===== config.mk =====
export PLATFORM = sky130hd
export DESIGN_NAME = fifo_with_search_and_cancel_unit
export DESIGN_NICKNAME = d
export VERILOG_FILES = /design/src/sv/fwsc_pkg.sv /design/src/sv/fwsc_ram.sv /design/src/sv/fifo_with_search_and_cancel_unit.sv
export SDC_FILE = /design/constraint.sdc
export NUM_CORES = 2
export LEC_CHECK = 0
export BUFFER_PORTS_ARGS = -buffer_cell sky130_fd_sc_hd__buf_2
export CAP_MARGIN = 20
export CORE_UTILIZATION = 50
export CTS_CLUSTER_DIAMETER = 150
export DETAILED_ROUTE_END_ITERATION = 6
export PLACE_DENSITY = 0.71
export SLEW_MARGIN = 0
export SYNTH_ARGS = -nofsm -noshare
export SYNTH_HDL_FRONTEND = slang
export SYNTH_SLANG_ARGS = --single-unit

===== constraint.sdc =====
create_clock -name clk_i -period 5 [get_ports clk_i]
set_input_delay 0.25 -clock clk_i [delete_from_list [all_inputs] [get_ports clk_i]]
set_output_delay 0.25 -clock clk_i [all_outputs]
set_load 0.02 [all_outputs]

===== src/sv/fwsc_pkg.sv =====
`timescale 1ns / 1ps
// Shared types and command codes for the searchable id queue.
package fwsc_pkg;

  typedef enum logic [1:0] {
    CMD_ENQ    = 2'd0,
    CMD_DEQ    = 2'd1,
    CMD_QUERY  = 2'd2,
    CMD_REMOVE = 2'd3
  } cmd_e;

  typedef struct packed {
    cmd_e        command;
    logic [31:0] item_id;
  } in_item_t;

  typedef struct packed {
    logic [31:0] dequeued_id;
    logic [6:0]  position;
    logic        found;
    logic        changed;
    logic        overflow;
    logic [6:0]  queue_length;
  } out_item_t;

endpackage


===== src/sv/fwsc_ram.sv =====
`timescale 1ns / 1ps
// Generic single-write, single-read RAM with registered read data.
module fwsc_ram #(
  parameter int WIDTH = 32,
  parameter int DEPTH = 64
) (
  input  logic                     clk_i,
  input  logic                     we_i,
  input  logic [$clog2(DEPTH)-1:0] waddr_i,
  input  logic [WIDTH-1:0]         wdata_i,
  input  logic [$clog2(DEPTH)-1:0] raddr_i,
  output logic [WIDTH-1:0]         rdata_o
);

  logic [WIDTH-1:0] mem_q [DEPTH];
  logic [WIDTH-1:0] rdata_q;

  always_ff @(posedge clk_i) begin
    if (we_i) begin
      mem_q[waddr_i] <= wdata_i;
    end
    rdata_q <= mem_q[raddr_i];
  end

  assign rdata_o = rdata_q;

endmodule


===== src/sv/fifo_with_search_and_cancel_unit.sv =====
`timescale 1ns / 1ps
// Top level: bounded id queue with position query and remove-all, held in one RAM.
// Enqueue goes straight to emit, dequeue via a RAM read state, query and remove
// via an entry scan (query ends at the first match); an empty queue skips both.
// The next item is taken once the result moves to the output register.
// Query and remove walk the entries at one read per cycle of the RAM read port.
// Reset clears count, pointers and handshake state; RAM contents are not cleared.
module fifo_with_search_and_cancel_unit
  import fwsc_pkg::*;
#(
  parameter int QUEUE_DEPTH = 64
) (
  input  logic      clk_i,
  input  logic      rst_ni,
  input  logic      in_valid_i,
  output logic      in_ready_o,
  input  in_item_t  in_item_i,
  output logic      out_valid_o,
  input  logic      out_ready_i,
  output out_item_t out_item_o
);

  localparam int AW = $clog2(QUEUE_DEPTH);
  localparam int CW = $clog2(QUEUE_DEPTH + 1);
  localparam int XW = (CW > 7) ? CW : 7;

  typedef enum logic [1:0] {
    ST_IDLE,
    ST_DEQ,
    ST_SCAN,
    ST_EMIT
  } state_e;

  function automatic logic [AW-1:0] wrap_inc(input logic [AW-1:0] a);
    logic [AW-1:0] r;
    if (a == AW'(QUEUE_DEPTH - 1)) begin
      r = '0;
    end else begin
      r = a + AW'(1);
    end
    return r;
  endfunction

  function automatic logic [6:0] low7(input logic [CW-1:0] v);
    logic [XW-1:0] x;
    x = XW'(v);
    return x[6:0];
  endfunction

  state_e        state_q, state_d;
  logic [CW-1:0] count_q, count_d;
  logic [AW-1:0] head_q, head_d;
  logic [AW-1:0] tail_q, tail_d;
  logic [AW-1:0] rd_addr_q, rd_addr_d;
  logic [AW-1:0] wr_addr_q, wr_addr_d;
  logic [AW-1:0] cmp_idx_q, cmp_idx_d;
  logic [CW-1:0] w_cnt_q, w_cnt_d;
  cmd_e          cmd_q, cmd_d;
  logic [31:0]   id_q, id_d;
  out_item_t     pend_q, pend_d;
  out_item_t     out_q, out_d;
  logic          out_valid_q, out_valid_d;

  logic          ram_we;
  logic [AW-1:0] ram_waddr;
  logic [31:0]   ram_wdata;
  logic [AW-1:0] ram_raddr;
  logic [31:0]   ram_rdata;

  logic          accept;
  logic          match;
  logic          last;
  logic [CW-1:0] w_next;
  logic [AW-1:0] wr_addr_next;

  fwsc_ram #(
    .WIDTH(32),
    .DEPTH(QUEUE_DEPTH)
  ) u_ram (
    .clk_i  (clk_i),
    .we_i   (ram_we),
    .waddr_i(ram_waddr),
    .wdata_i(ram_wdata),
    .raddr_i(ram_raddr),
    .rdata_o(ram_rdata)
  );

  assign in_ready_o  = (state_q == ST_IDLE);
  assign accept      = in_valid_i && in_ready_o;
  assign out_valid_o = out_valid_q;
  assign out_item_o  = out_q;
  assign ram_raddr   = (state_q == ST_SCAN) ? rd_addr_q : head_q;
  assign match       = (ram_rdata == id_q);
  assign last        = ((CW'(cmp_idx_q) + CW'(1)) == count_q);

  always_comb begin
    state_d      = state_q;
    count_d      = count_q;
    head_d       = head_q;
    tail_d       = tail_q;
    rd_addr_d    = rd_addr_q;
    wr_addr_d    = wr_addr_q;
    cmp_idx_d    = cmp_idx_q;
    w_cnt_d      = w_cnt_q;
    cmd_d        = cmd_q;
    id_d         = id_q;
    pend_d       = pend_q;
    out_d        = out_q;
    out_valid_d  = out_valid_q && !out_ready_i;
    ram_we       = 1'b0;
    ram_waddr    = tail_q;
    ram_wdata    = in_item_i.item_id;
    w_next       = w_cnt_q;
    wr_addr_next = wr_addr_q;

    case (state_q)
      ST_IDLE: begin
        if (accept) begin
          cmd_d  = in_item_i.command;
          id_d   = in_item_i.item_id;
          pend_d = '0;
          pend_d.queue_length = low7(count_q);
          state_d = ST_EMIT;
          case (in_item_i.command)
            CMD_ENQ: begin
              if (count_q < CW'(QUEUE_DEPTH)) begin
                ram_we  = 1'b1;
                tail_d  = wrap_inc(tail_q);
                count_d = count_q + CW'(1);
                pend_d.changed      = 1'b1;
                pend_d.queue_length = low7(count_q + CW'(1));
              end else begin
                pend_d.overflow = 1'b1;
              end
            end
            CMD_DEQ: begin
              if (count_q != '0) begin
                state_d = ST_DEQ;
              end
            end
            default: begin
              if (count_q != '0) begin
                rd_addr_d = wrap_inc(head_q);
                wr_addr_d = head_q;
                cmp_idx_d = '0;
                w_cnt_d   = '0;
                state_d   = ST_SCAN;
              end
            end
          endcase
        end
      end
      ST_DEQ: begin
        pend_d.dequeued_id  = ram_rdata;
        pend_d.changed      = 1'b1;
        pend_d.queue_length = low7(count_q - CW'(1));
        count_d = count_q - CW'(1);
        head_d  = wrap_inc(head_q);
        state_d = ST_EMIT;
      end
      ST_SCAN: begin
        rd_addr_d = wrap_inc(rd_addr_q);
        cmp_idx_d = cmp_idx_q + AW'(1);
        if (cmd_q == CMD_QUERY) begin
          if (match) begin
            pend_d.position = low7(CW'(cmp_idx_q) + CW'(1));
            pend_d.found    = 1'b1;
            state_d = ST_EMIT;
          end else if (last) begin
            state_d = ST_EMIT;
          end
        end else begin
          if (!match) begin
            ram_we       = 1'b1;
            ram_waddr    = wr_addr_q;
            ram_wdata    = ram_rdata;
            w_next       = w_cnt_q + CW'(1);
            wr_addr_next = wrap_inc(wr_addr_q);
          end
          w_cnt_d   = w_next;
          wr_addr_d = wr_addr_next;
          if (last) begin
            count_d = w_next;
            tail_d  = wr_addr_next;
            pend_d.changed      = (w_next != count_q);
            pend_d.queue_length = low7(w_next);
            state_d = ST_EMIT;
          end
        end
      end
      ST_EMIT: begin
        if (!out_valid_q || out_ready_i) begin
          out_d       = pend_q;
          out_valid_d = 1'b1;
          state_d     = ST_IDLE;
        end
      end
      default: begin
        state_d = ST_IDLE;
      end
    endcase
  end

  always_ff @(posedge clk_i or negedge rst_ni) begin
    if (!rst_ni) begin
      state_q     <= ST_IDLE;
      count_q     <= '0;
      head_q      <= '0;
      tail_q      <= '0;
      rd_addr_q   <= '0;
      wr_addr_q   <= '0;
      cmp_idx_q   <= '0;
      w_cnt_q     <= '0;
      cmd_q       <= CMD_ENQ;
      id_q        <= '0;
      pend_q      <= '0;
      out_q       <= '0;
      out_valid_q <= 1'b0;
    end else begin
      state_q     <= state_d;
      count_q     <= count_d;
      head_q      <= head_d;
      tail_q      <= tail_d;
      rd_addr_q   <= rd_addr_d;
      wr_addr_q   <= wr_addr_d;
      cmp_idx_q   <= cmp_idx_d;
      w_cnt_q     <= w_cnt_d;
      cmd_q       <= cmd_d;
      id_q        <= id_d;
      pend_q      <= pend_d;
      out_q       <= out_d;
      out_valid_q <= out_valid_d;
    end
  end

  a_count_bound: assert property (@(posedge clk_i) disable iff (!rst_ni)
    count_q <= CW'(QUEUE_DEPTH))
    else $error("entry count above capacity");

  a_write_states: assert property (@(posedge clk_i) disable iff (!rst_ni)
    ram_we |-> (state_q == ST_IDLE || state_q == ST_SCAN))
    else $error("RAM write outside idle or scan");

  a_compact_behind: assert property (@(posedge clk_i) disable iff (!rst_ni)
    (state_q == ST_SCAN) |-> (w_cnt_q <= CW'(cmp_idx_q)))
    else $error("compaction write pointer ahead of read");

  a_found_pos: assert property (@(posedge clk_i) disable iff (!rst_ni)
    out_valid_q |-> (out_q.found == (out_q.position != '0)))
    else $error("found disagrees with position");

  a_ovf_nochg: assert property (@(posedge clk_i) disable iff (!rst_ni)
    out_valid_q |-> !(out_q.overflow && out_q.changed))
    else $error("overflow and changed both set");

endmodule


==> run_summary.xml <==
<?xml version="1.0" encoding="UTF-8"?>
<metrics>
  <group name="synth">
    <metric name="synth.lib_cells_used.distinct" unit="">72</metric>
    <metric name="netlist_area_before_placement" unit="um^2">88910</metric>
    <metric name="yosys_register_bits" unit="">2259</metric>
    <metric name="ys.flop_type" unit="">edfxtp_1</metric>
    <metric name="mappedNetlistNets" unit="">4831</metric>
    <metric name="synth_sequential_area_ratio" unit="%">74.93</metric>
    <metric name="avgSynthCellArea" unit="um^2">18.60</metric>
    <metric name="synth_async_sr_flop_share" unit="%">7.924</metric>
    <metric name="synthesis.yosys.warnings" unit="">0</metric>
    <metric name="postSynthCellCount" unit="">4781</metric>
    <metric name="synth_edf_count" unit="">2048</metric>
  </group>
  <group name="cts">
    <metric name="post-cts-setup-buffer-count" unit="">0</metric>
    <metric name="ctsHtreeMaxLevel" unit="">4</metric>
    <metric name="sink_count_of_the_clock_tree" unit="">2259</metric>
    <metric name="clk_root_buffer_cell" unit="">clkbuf_16</metric>
    <metric name="worst_skew_late_latency" unit="ns">0.86</metric>
    <metric name="tritoncts" unit="">done</metric>
    <metric name="cts-root-to-sink-buffers" unit="">3</metric>
    <metric name="clkTransAtPathRegs" unit="ns">0.06</metric>
    <metric name="cts_buffers" unit="">215</metric>
  </group>
  <group name="finish">
    <metric name="layout.area.seq" unit="um^2">66620</metric>
    <metric name="final_core_utilization" unit="%">57.63</metric>
    <metric name="most_frequent_standard_cell_in_the_layout_excluding_fill_and_tap_cells" unit="">edfxtp_1</metric>
    <metric name="num-nets-final" unit="">5173</metric>
    <metric name="layout-drive-gt1-share" unit="%">25.99</metric>
    <metric name="filler_cells_inserted" unit="">12750</metric>
    <metric name="layout.cells.most_common_list" unit="">2048 x edfxtp_1, 745 x nand2_1, 514 x mux4_2</metric>
    <metric name="multi_input_area" unit="um^2">21510</metric>
    <metric name="areaGrowthSynthToFinish" unit="%">14.28</metric>
  </group>
  <group name="critical_path">
    <metric name="worst_r2r_path_depth" unit="">11</metric>
    <metric name="critPathSlowestCell" unit="">a311oi_1</metric>
    <metric name="cp_num_buf_inv" unit="">4</metric>
    <metric name="crit_fanout" unit="">25</metric>
    <metric name="worstSetupPathDepth" unit="">11</metric>
    <metric name="cp_common_cell" unit="">buf_12</metric>
    <metric name="path_cells" unit="">inv_1 &gt; ha_2 &gt; mux2i_4 &gt; buf_12 &gt; buf_12 &gt; buf_4 &gt; mux4_2 &gt; nand2_1 &gt; nand3_1 &gt; a311oi_1 &gt; a21oi_1</metric>
    <metric name="worst_ep_arrival_time" unit="ns">5.13</metric>
    <metric name="timing.setup.critical_path_class" unit="">register to register</metric>
    <metric name="startpoint_type" unit="">register</metric>
    <metric name="required" unit="ns">5.66</metric>
    <metric name="critPathMaxStageDelay" unit="ns">1.02</metric>
    <metric name="end_kind" unit="">register</metric>
    <metric name="worst_path_dominant_cell_family" unit="">compound AO/OA/AOI/OAI gates</metric>
  </group>
  <group name="detailed_routing">
    <metric name="drc" unit="">52</metric>
    <metric name="wl_per_cell" unit="um">29.93</metric>
    <metric name="antenna_left" unit="">0</metric>
    <metric name="drt_iter0_drc" unit="">6648</metric>
    <metric name="drt-vias-per-instance" unit="">6.234</metric>
    <metric name="drt_pre_antenna_iters" unit="">7</metric>
    <metric name="drt-total-wl" unit="mm">229.1</metric>
    <metric name="via_count" unit="">47720</metric>
  </group>
  <group name="hold_path">
    <metric name="hp-class" unit="">input pin to asynchronous set/reset pin</metric>
  </group>
  <group name="sta">
    <metric name="final.setup_skew" unit="ns">0.04913</metric>
    <metric name="final_max_slew_viol_count" unit="">0</metric>
    <metric name="timing.final.setup_violations" unit="">0</metric>
    <metric name="grt_setup_unrepaired" unit="">false</metric>
    <metric name="finalHoldViolations" unit="">0</metric>
    <metric name="maxSlewHeadroom" unit="%">17.02</metric>
    <metric name="holdWs" unit="ns">0.01825</metric>
    <metric name="finalWorstPathRequiredPeriod" unit="ns">4.468</metric>
    <metric name="timing.final.crit_share" unit="%">89.35</metric>
    <metric name="totalNegativeSetupSlack" unit="ns">0</metric>
    <metric name="worst_pin_slew" unit="ns">1.236</metric>
    <metric name="max_freq" unit="MHz">223.8</metric>
  </group>
  <group name="floorplanning">
    <metric name="placement_rows" unit="">154</metric>
    <metric name="initial_core_util" unit="%">50.43</metric>
    <metric name="height_of_the_die" unit="um">423.7</metric>
    <metric name="i_o_pin_total" unit="">89</metric>
    <metric name="die_area" unit="um^2">179500</metric>
    <metric name="die_x" unit="um">423.7</metric>
    <metric name="floorplan.core_area" unit="um^2">176300</metric>
  </group>
  <group name="grt">
    <metric name="grt_start_max_net_pins" unit="">101</metric>
    <metric name="grt_antenna_before_repair" unit="">16</metric>
    <metric name="first_pass_grt_wire_length" unit="mm">330.4</metric>
    <metric name="overflow" unit="">0</metric>
    <metric name="grt_pass1_vias" unit="">47420</metric>
    <metric name="grt.total_usage" unit="%">25.57</metric>
  </group>
  <group name="run">
    <metric name="timing.max_cap.violations" unit="">0</metric>
  </group>
  <group name="pwr">
    <metric name="totalPowerFinal" unit="mW">72.30</metric>
    <metric name="cellLeakagePower" unit="nW">33.88</metric>
    <metric name="p_per_area" unit="nW/um^2">711.6</metric>
    <metric name="power.ir.vdd_worst" unit="V">0.0007485</metric>
  </group>
  <group name="placed_design">
    <metric name="port_buffers" unit="">88</metric>
    <metric name="routabilityCongestion" unit="">0.9154</metric>
    <metric name="post-dp-hpwl" unit="mm">134.1</metric>
  </group>
  <group name="outcome">
    <metric name="failed_checks" unit="">DRC</metric>
    <metric name="status" unit="">finished, violations left</metric>
  </group>
</metrics>
## per-layer routing
metal  vias up  global-route usage [%]  share of wire (%)
li1      19750                       -                  -
met1     25030                   35.39                 39
met2      2562                   39.39                 47
met3       380                   6.047                 10
met4         4                   10.34                4.2
met5         -                       0             0.0079
## timing repair
item | CTS | global route
hold buffers | 40 | 0
gates resized for setup | 0 | 0
endpoints found under the setup margin | 0 | 0
hold endpoints to repair | 133 | 0
## sequential cells by signal (all words and copies together) (netlist names), 7 cells and up
| register | count |
|---|---|
| count_q | 7 |
| w_cnt_q | 7 |
| id_q | 32 |
| u_ram.rdata_o | 32 |
| out_item_o | 49 |
| u_ram.mem_q | 2048 |
| pend_q | 49 |
## metrics by stage
step                area (um^2)  setup slack, ns  instances
finish                   101600           0.5325       7655
CTS                      101500           0.5897       7640
floorplan                 88910            1.149       4781
detailed placement        94100           0.6573       7196
global placement          94060           0.7136       7194
global route             101600           0.3663       7651
## area by class of cell
class                   count  share of cell area [%]
diodes                      5                 0.01231
clock buffers             261                   5.555
clock inverters           143                   1.326
inverters                  18                 0.06650
multi-input cells        2219                   21.17
flip-flops and latches   2259                   65.57
well taps                2340                   2.882
repair buffers            410                   3.422
## cells in the mapped netlist, types with 9 or more instances
library cell | number | area (um^2)
edfxtp_1 | 2048 | 61500
nand2_1 | 778 | 2920
mux4_2 | 514 | 11580
dfrtp_1 | 179 | 4479
nand3_1 | 154 | 770.7
clkbuf_1 | 130 | 488.0
nor2_1 | 104 | 390.4
a311oi_1 | 94 | 823.3
buf_2 | 81 | 405.4
a21oi_1 | 75 | 375.4
and3_1 | 67 | 419.2
mux2_2 | 57 | 641.9
xnor2_1 | 55 | 481.7
o21ai_0 | 49 | 245.2
a31oi_1 | 42 | 262.8
a22o_1 | 39 | 341.6
buf_4 | 39 | 292.8
dfxtp_1 | 32 | 640.6
buf_1 | 24 | 90.09
inv_1 | 18 | 67.56
mux2i_1 | 17 | 170.2
nor3_1 | 15 | 75.07
nand4_1 | 13 | 81.33
ha_1 | 12 | 150.1
o22ai_1 | 12 | 75.07
buf_6 | 10 | 112.6
xor2_1 | 9 | 78.83
## kinds of logic (layout without fill, tap and decap cells)
logic type / Yosys count / count (layout) / synth area share [%]
AO/OA/AOI/OAI: 367 / 367 / 2.879
buffers and inverters: 303 / 832 / 1.644
adder cells (fa/ha/maj): 12 / 12 / 0.1689
AND/OR/NAND/NOR: 1184 / 1184 / 5.711
other: 0 / 5 / 0
multiplexers: 589 / 589 / 13.96
XOR/XNOR: 67 / 67 / 0.7065
flip-flops: 2259 / 2259 / 74.93
## power by group
part           internal, mW  switching, mW
combinational          11.2           19.4
clock                  9.00           7.05
sequential             24.7          0.950
total                  44.9           27.4
## path summary, 6_finish.rpt
path	slack [ns]	startpoint	to
worst max-delay path	0.53	state_q[0]$_DFFE_PN0P_	u_ram.rdata_o[14]$_DFF_P_
worst max register to register	0.53	state_q[0]$_DFFE_PN0P_	u_ram.rdata_o[14]$_DFF_P_
max in group asynchronous	3.74	rst_ni	head_q[2]$_DFFE_PN0P_
worst min register to register	0.47	pend_q[10]$_DFFE_PN0P_	pend_q[10]$_DFFE_PN0P_
min in group clk_i	0.18	in_item_i[13]	id_q[13]$_DFFE_PN0P_
worst min-delay path	0.02	rst_ni	out_item_o[3]$_DFFE_PN0P_
Power figures use the tool's default switching activity.
